--- config.mk ---
export PLATFORM = sky130hd
export DESIGN_NAME = jsl_cell
export DESIGN_NICKNAME = d
export VERILOG_FILES = /design/src/jsl_pkg.sv /design/src/jsl_cell.sv
export SDC_FILE = /design/constraint.sdc
export NUM_CORES = 1
export LEC_CHECK = 0
export BUFFER_PORTS_ARGS = -buffer_cell sky130_fd_sc_hd__buf_2
export CORE_MARGIN = 2
export CORE_UTILIZATION = 45
export CTS_CLUSTER_DIAMETER = 60
export DETAILED_ROUTE_END_ITERATION = 6
export GPL_TIMING_DRIVEN = 0
export PLACE_DENSITY = 0.6
export RECOVER_POWER = 100
export SYNTH_ARGS = -nofsm -noshare
export SYNTH_HDL_FRONTEND = slang
export SYNTH_SLANG_ARGS = --single-unit
export TNS_END_PERCENT = 100
--- constraint.sdc ---
create_clock -name clk -period 14.1 [get_ports clk]
set_clock_uncertainty 0.15 [all_clocks]
set_input_delay 2.115 -clock clk [delete_from_list [all_inputs] [get_ports clk]]
set_output_delay 2.115 -clock clk [all_outputs]
set_load 0.005 [all_outputs]
--- src/jsl_pkg.sv ---
// Shared types, codes and reset values for the jet selection block.
// No dependencies; every other file in src imports this package.
`timescale 1ns / 1ps
`default_nettype none

package jsl_pkg;

  // Default capacity of the lepton table, one chain cell per lepton.
  localparam int MAX_LEPTONS_DEF = 16;

  // Field widths fixed by the item format.
  localparam int PT_W    = 14;
  localparam int ETA_W   = 11;
  localparam int PHI_W   = 10;
  localparam int ELIM_W  = 10;
  localparam int DR2_W   = 20;
  localparam int CADDR_W = 3;
  localparam int CDATA_W = 20;

  // Width of a squared distance: an 11-bit square plus a 10-bit square.
  localparam int DIST_W  = 2 * ETA_W + 1;

  typedef enum logic [1:0] {
    ACT_CLEAR    = 2'd0,
    ACT_ADD      = 2'd1,
    ACT_CLASSIFY = 2'd2
  } action_t;

  typedef enum logic [2:0] {
    VERDICT_KEPT       = 3'd0,
    VERDICT_KINEMATICS = 3'd1,
    VERDICT_QUALITY    = 3'd2,
    VERDICT_PILEUP     = 3'd3,
    VERDICT_OVERLAP    = 3'd4
  } verdict_t;

  typedef enum logic [1:0] {
    ID_LOOSE       = 2'd0,
    ID_TIGHT       = 2'd1,
    ID_TIGHT_LEPVETO = 2'd2
  } id_mode_t;

  typedef enum logic [CADDR_W-1:0] {
    REG_PT_MIN          = 3'd0,
    REG_PT_MAX          = 3'd1,
    REG_ETA_LIMIT       = 3'd2,
    REG_ID_MODE         = 3'd3,
    REG_PILEUP_REQUIRED = 3'd4,
    REG_OVERLAP_ENABLE  = 3'd5,
    REG_DR2_LIMIT       = 3'd6
  } reg_addr_t;

  // Register reset values.
  localparam logic [PT_W-1:0]   PT_MIN_RST    = 14'd80;
  localparam logic [PT_W-1:0]   PT_MAX_RST    = 14'd16383;
  localparam logic [ELIM_W-1:0] ETA_LIMIT_RST = 10'd408;
  localparam logic [1:0]        ID_MODE_RST   = ID_LOOSE;
  localparam logic              PILEUP_RST    = 1'b1;
  localparam logic              OVERLAP_RST   = 1'b1;
  localparam logic [DR2_W-1:0]  DR2_LIMIT_RST = 20'd4250;

  // A jet as it travels down the chain of lepton cells.
  typedef struct packed {
    logic                    valid;
    logic signed [ETA_W-1:0] eta;
    logic [PHI_W-1:0]        phi;
    verdict_t                pre;
    logic                    hit;
  } jet_t;

endpackage

`default_nettype wire

--- src/jsl_cell.sv ---
// One lepton cell: holds one stored lepton and checks a passing jet against it.
// Depends on jsl_pkg for the jet record and field widths.
`timescale 1ns / 1ps
`default_nettype none

module jsl_cell (
  input  wire logic                             clk,
  input  wire logic                             rst_n,
  input  wire logic                             advance,
  input  wire logic                             occupied,
  input  wire logic [jsl_pkg::DR2_W-1:0]        dr2_limit,
  input  wire logic                             wr_en,
  input  wire logic signed [jsl_pkg::ETA_W-1:0] wr_eta,
  input  wire logic [jsl_pkg::PHI_W-1:0]        wr_phi,
  input  wire jsl_pkg::jet_t                    jet_i,
  output jsl_pkg::jet_t                         jet_o
);
  import jsl_pkg::*;

  logic signed [ETA_W-1:0] lep_eta_r;
  logic [PHI_W-1:0]        lep_phi_r;
  jet_t                    jet_r;
  jet_t                    jet_nxt;

  logic signed [ETA_W:0]   deta;
  logic [ETA_W-1:0]        adeta;
  logic [PHI_W-1:0]        dphi_raw;
  logic [PHI_W:0]          dphi_wide;
  logic [PHI_W-1:0]        dphi;
  logic [2*ETA_W-1:0]      eta_sq;
  logic [2*PHI_W-1:0]      phi_sq;
  logic [DIST_W-1:0]       dist2;
  logic                    close;

  // Stored lepton; written when the table pointer selects this cell.
  always_ff @(posedge clk) begin
    if (wr_en) begin
      lep_eta_r <= wr_eta;
      lep_phi_r <= wr_phi;
    end
  end

  // Squared angular distance between the passing jet and the stored lepton.
  // The phi difference takes the shorter way round the circle.
  always_comb begin
    deta      = {jet_i.eta[ETA_W-1], jet_i.eta} - {lep_eta_r[ETA_W-1], lep_eta_r};
    adeta     = deta[ETA_W] ? ETA_W'(-deta) : deta[ETA_W-1:0];
    dphi_raw  = jet_i.phi - lep_phi_r;
    dphi_wide = (PHI_W+1)'(1 << PHI_W) - {1'b0, dphi_raw};
    dphi      = (dphi_raw > PHI_W'(1 << (PHI_W - 1))) ? dphi_wide[PHI_W-1:0] : dphi_raw;
    eta_sq    = adeta * adeta;
    phi_sq    = dphi * dphi;
    dist2     = {1'b0, eta_sq} + {{(DIST_W - 2*PHI_W){1'b0}}, phi_sq};
    close     = occupied && (dist2 < {{(DIST_W - DR2_W){1'b0}}, dr2_limit});
    jet_nxt     = jet_i;
    jet_nxt.hit = jet_i.hit | close;
  end

  // Hand the jet to the next cell whenever the chain moves.
  always_ff @(posedge clk) begin
    if (!rst_n) begin
      jet_r.valid <= 1'b0;
    end else if (advance) begin
      jet_r.valid <= jet_nxt.valid;
    end
    if (advance) begin
      jet_r.eta <= jet_nxt.eta;
      jet_r.phi <= jet_nxt.phi;
      jet_r.pre <= jet_nxt.pre;
      jet_r.hit <= jet_nxt.hit;
    end
  end

  assign jet_o = jet_r;

endmodule

`default_nettype wire

======== Word-level counts from Yosys, hierarchy flattened ========
Cells that the tools add are included.
storage, ports and cells
  bits in registers ....................... 47
  input bits .............................. 72
  output and inout bits ................... 26
  word-level logic and storage cells ...... 20
operators by class
  $add $sub $neg .......................... 5
  multiply operators ...................... 2
  magnitude comparators ................... 2
  multiplexer cells ....................... 2
  bitwise operators ....................... 1
  reductions and logical operators ........ 1
operators with widths
  operator                                                number
  adder 22 x 20 -> 23 bit                                 1
  less-than comparator 23 x 20 -> 1 bit                   1
  multiplier 11 x 11 -> 22 bit                            1
  multiplier 10 x 10 -> 20 bit                            1
  subtractor 11 x 11 -> 12 bit                            1
  2-to-1 mux 11 bit                                       1
  negation 11 bit                                         1
  greater-than comparator 10 bit (second input constant)  1
  2-to-1 mux 10 bit                                       1
  subtractor 1 x 10 -> 10 bit (first input constant)      1
  subtractor 10 bit                                       1
  logical AND 1 bit                                       1
  bitwise OR 1 bit                                        1

======== Logic depth before layout (Yosys ltp) ========
Gate-level depths: netlist (run 1).
  depth after elaboration ................. 8
  depth in mapped cells ................... 41
  gate-level depth less buffers ........... 40

======== Worst setup path after synthesis (run 1) ========
Ideal clock, no wire load.
  path type ............................... input to register
  start ................................... in jet_i[14] in the netlist's numbering
  end ..................................... reg jet_r, in the netlist jet_o[0] (data pin)
  arrival time ............................ 11.074 ns
  slack ................................... 2.621 ns
  cell stages on the path ................. 38
  buffers on the path ..................... 0
  cells stage by stage .................... inv_1 ha_1 inv_1 fa_1 a21o_1 a21oi_1 xnor2_1 nor3_1 nand2_1 o21ai_0 xnor2_1 inv_2 or2_2 fa_1 inv_1 fa_1 inv_1 fa_1 [... 2 more ...] fa_1 fa_1 inv_1 fa_1 inv_1 ha_1 a21o_1 a2111oi_0 a21boi_0 a31o_2 and2_1 o41ai_1 xnor2_1 ha_1 o21ai_0 a311oi_1 nor4b_1 a41o_1
RTL lines
  what                RTL line        RTL
  start: declaration  jsl_cell.sv:15  input wire jsl_pkg::jet_t jet_i,
  end: declaration    jsl_cell.sv:22  jet_t jet_r;

==> reports/metrics.yaml, run 1 <==
reg2reg_setup_slack_ns: 2.93
io_buffers: 97
routed_wl_um: 20300
max_stage_delay_ns: 0.77
min_period_ns: 12.81
slew_violations: 27
fp.dieArea_sq_mm: 0.0230
post_cts_resized: 0
wl_met1_um: 9470
drc_errors: 0
dp.final_hpwl_um: 17700
grt_first_pass_wirelength_um: 35800
tightest_slew_ns: 1.58
diodes: 0
start_kind: "primary input"
r2r_end: "jet_o[0]"
cp.required_ns: 14.10
antenna_found_initial: 0
initial_core_util: 0.455
async_reset_ff_frac: 0
drt_iter0_drc: 253
hold_viol: 0
gr-total-overflow: 0
wl_met3_um: 558
synth_ff_type: "edfxtp_1"
r2r_start: "lep_eta_r[0]"
crit_slowest_cell: "xnor2_1"
wl_per_cell_um: 14.2
cts_sinks: 47
hp-start: "jet_o[25]"
ys_ff_latch: 47
rsz0062_at_grt: "false"
critPathCaptureType: "flip-flop"
grt_max_degree: 27
first_global_vias: 7450
io_pins: 98
wl_met2_um: 10100
top_layer_used: "met4"
r2r_cells: 38
rows: 54
syn2layout_area_growth_pct: 9.82
synth.distinct_cells: 74
synth_edf_count: 46
drive_gt1_frac: 0.108
yosys-top-cells-area: "fa_1 (30%), ha_1 (18%), edfxtp_1 (14%)"
avgSynthCellArea_sq_um: 9.43
min_path_type: "reg2reg"
syn_inst: 1043
cp_num_buf_inv: 9
critPathMaxFanout: 10
final_common_cell: "inv_1"
cts_root_buffer: "clkbuf_16"
period_share: 0.908
whs_path_depth: 2
nNetsFinal: 1507
clk_latency_ns: 0.29
setup-tns-final_ns: 0
yosysTopAreaCellShare: 0.295
setup_viol: 0
final_core_util: 0.499
critPathArrivalTime_ns: 12.81
die_w_um: 152
coreArea_sq_mm: 0.0216
violations: "max-capacitance violations, max-slew violations"
first_pass_iters: 7
run_status: "complete, but fails checks"
path_class: "in2reg"
viasPerCell: 4.97
cp-startpoint: "jet_i[14]"
final_cell_mix: "inv_1 (255), fa_1 (145), ha_1 (139)"
max_cap_violations: 1
synth.cell_area_sq_mm: 0.00983
clockBufferDepth: 2
cts_tree: "done"
die_h_um: 152
cp.depth: 40
slew_headroom: -0.0523
ant_nets: 0
worstHoldEndpoint: "jet_o[25]"
synth_area_leader_cell: "fa_1"
gp_congestion: 0.824
seq_area_frac_synth: 0.143
htreeDepth: 2
cts_inserted_buffers: 5
track_usage: 0.186
cts_setup_buffers: 0
yosysWarningCount: 0
path_delay_family: "adder cells"
vias: 7124
path_clk_slew_ns: 0.07
holdBufCountCts: 0
fmaxAchievable_ghz: 0.0781
cells by family (layout without fill, tap and decap cells):
| kind of cell | after synthesis | after routing | synth area share |
|---|---|---|---|
| other cells | 1 | 5 | 0.000381 |
| simple gates | 240 | 240 | 0.119 |
| fa+ha+maj | 284 | 284 | 0.472 |
| xor+xnor | 55 | 55 | 0.0490 |
| flops | 47 | 47 | 0.143 |
| buf+inv | 270 | 375 | 0.104 |
| compound gates | 139 | 139 | 0.105 |
| mux | 7 | 7 | 0.00802 |
cells in the mapped netlist, drive strengths merged (5+ instances only):
cell type,number
nand2,35
a211oi,8
edfxtp,46
xor2,23
nand2b,17
a21o,20
o211ai,5
nor2,107
inv,257
xnor2,32
o21ai,23
nor2b,9
or2,18
fa,145
and2,5
o21a,9
clkbuf,9
ha,139
a21oi,32
nand3,11
a211o,7
nor3,15
how the worst max path moves through the flow:
stage / end
after global routing: jet_o[0]
after global placement: jet_o[0]
after floorplan: jet_o[0]
final: jet_o[0]
after CTS: jet_o[0]
after detailed placement: jet_o[0]
flip-flops by register name, summed over array words and instances (netlist names):
| name | count |
|---|---|
| lep_phi_r | 10 |
| lep_eta_r | 11 |
| jet_o | 26 |
final cells by class:
class / instances / area (sq um)
plain buffers: 11 / 50.0
well taps: 280 / 350
multi-input cells: 730 / 7420
flip-flops and latches: 47 / 1400
clock inverters: 3 / 27.5
fillers: 2146 / 10800
repair buffers: 97 / 448
clock buffers: 5 / 125
inverters: 259 / 972
worst reg2reg max path, delay by kind of cell (launching register included):
family,cells,cell delay (ns)
adder cells (fa/ha/maj),11,4.86
AO/OA/AOI/OAI,11,2.47
AND/OR/NAND/NOR,6,1.34
XOR/XNOR,3,1.12
buffers and inverters,7,0.75
flip-flops,1,0.33
metrics by stage:
| stage | setup slack (ns) | instance area (sq um) | hold WS [ns] | instances |
|---|---|---|---|---|
| after global placement | 1.11 | 10700 | 0.346 | 1424 |
| final | 1.29 | 10800 | 0.380 | 1432 |
| after global routing | 0.571 | 10800 | 0.427 | 1432 |
| after floorplan | 2.62 | 9850 | 0.357 | 1047 |
| after CTS | 1.41 | 10800 | 0.383 | 1432 |
| after detailed placement | 1.14 | 10700 | 0.361 | 1424 |
layer usage:
metal	track usage	vias to the layer above
met2	0.324	87
met4	0.0218	0
met5	0	-
met3	0.0220	12
met1	0.259	3467
li1	-	3558
Power of run 1 is not shown: default switching activity piles up to over one toggle a cycle in this logic, so the estimate is an artifact.
==> inputs of run 2 (changes only) <==
RECOVER_POWER = default   (was 100)
==> run 2 against run 1 <==
The run now ends clean. Die area unchanged. Register-to-register slack better by 0.13 ns. First-iteration DRC count up 8.3%. Flip-flop and latch count unchanged. Worst setup slack better by 0.12 ns. Global-route usage unchanged. Clock-buffer cell count unchanged. Via count up 0.27%. Critical path depth unchanged. Critical path type unchanged. Largest cell class unchanged.
==> reports/metrics.yaml, run 2 (synthesized netlist as in run 1, its figures left out) <==
r2r_start: "lep_eta_r[0]"
dp.final_hpwl_um: 17700
grt_max_degree: 27
htreeDepth: 2
first_pass_iters: 7
final_cell_count_no_fill: 1432
cts_root_buffer: "clkbuf_16"
gr-total-overflow: 0
start_kind: "primary input"
drt_iter0_drc: 274
routed_wl_um: 20300
viasPerCell: 4.99
rsz0062_at_grt: "false"
drc_errors: 0
diodes: 0
slew_violations: 0
grt_first_pass_wirelength_um: 35800
first_global_vias: 7450
io_pins: 98
fmaxAchievable_ghz: 0.0788
die_h_um: 152
io_buffers: 97
crit_slowest_cell: "xnor2_1"
antenna_found_initial: 0
track_usage: 0.186
nNetsFinal: 1507
rows: 54
pre_cts_slack_ns: 1.14
holdBufCountCts: 0
largest_register_ffs: 26
cts_sinks: 47
hold_viol: 0
setup-tns-final_ns: 0
initial_core_util: 0.455
cts_inserted_buffers: 5
slew_headroom: 0.271
coreArea_sq_mm: 0.0216
clk_latency_ns: 0.29
critPathArrivalTime_ns: 12.69
vias: 7143
cts_setup_buffers: 0
critPathCaptureType: "flip-flop"
min_path_type: "reg2reg"
finalWorstSetupSlack_ns: 1.41
tightest_slew_ns: 1.09
multi_input_area_sq_mm: 0.00742
drive_gt1_frac: 0.135
setup_viol: 0
area.sequential_sq_mm: 0.00140
dpl.cell_count: 1424
critPathMaxFanout: 10
cts_tree: "done"
path_delay_family: "adder cells"
gp_congestion: 0.824
max_stage_delay_ns: 0.81
wl_per_cell_um: 14.2
cp_num_buf_inv: 9
final_common_cell: "inv_1"
worst_hold_slack_ns: 0.377
hp-start: "jet_o[25]"
cp.required_ns: 14.10
min_period_ns: 12.69
num-fill-cells: 2129
path_clk_slew_ns: 0.07
die_w_um: 152
syn2layout_area_growth_pct: 10.2
path_class: "in2reg"
clockBufferDepth: 2
run_status: "finished, final reports clean"
cp-startpoint: "jet_i[14]"
final_cell_mix: "inv_1 (254), fa_1 (145), ha_1 (139)"
ant_nets: 0
max_cap_violations: 0
crit_top_cell: "fa_1"
fp.dieArea_sq_mm: 0.0230
period_share: 0.900
post_cts_resized: 0
-- run 2: final cells by class --
type,count,area share
well taps,280,0.0323
plain buffers,11,0.00462
inverters,259,0.0897
multi-input cells,730,0.685
clock buffers,5,0.0115
flip-flops and latches,47,0.129
repair buffers,97,0.0448
clock inverters,3,0.00254
-- run 2: final timing paths --
kind,end,slack (ns),cells past startpoint
max reg2reg,jet_o[0],3.06,38
min,jet_o[25],0.38,2
max,jet_o[0],1.41,40
min reg2reg,jet_o[25],0.38,2
-- run 2: per-stage QoR --
stage	util	area (sq um)
global route	0.501	10800
global placement	0.494	10700
detailed placement	0.494	10700
floorplan	-	9850
CTS	0.501	10800
finish	0.501	10800
-- run 2: layer usage --
| layer | track usage | up-vias | wire, um |
|---|---|---|---|
| met2 | 0.324 | 92 | 10100 |
| li1 | - | 3559 | - |
| met5 | 0 | - | 0 |
| met3 | 0.0220 | 12 | 595 |
| met1 | 0.259 | 3480 | 9420 |
| met4 | 0.0218 | 0 | 207 |
-- run 2: worst reg2reg max path, delay by kind of cell (launching register included) --
| kind | cells | cell delay, ns |
|---|---|---|
| flops | 1 | 0.33 |
| compound gates | 11 | 2.47 |
| buf+inv | 7 | 0.60 |
| simple gates | 6 | 1.30 |
| xor+xnor | 3 | 1.16 |
| fa+ha+maj | 11 | 4.85 |
Power of run 2 is left out for the same reason.
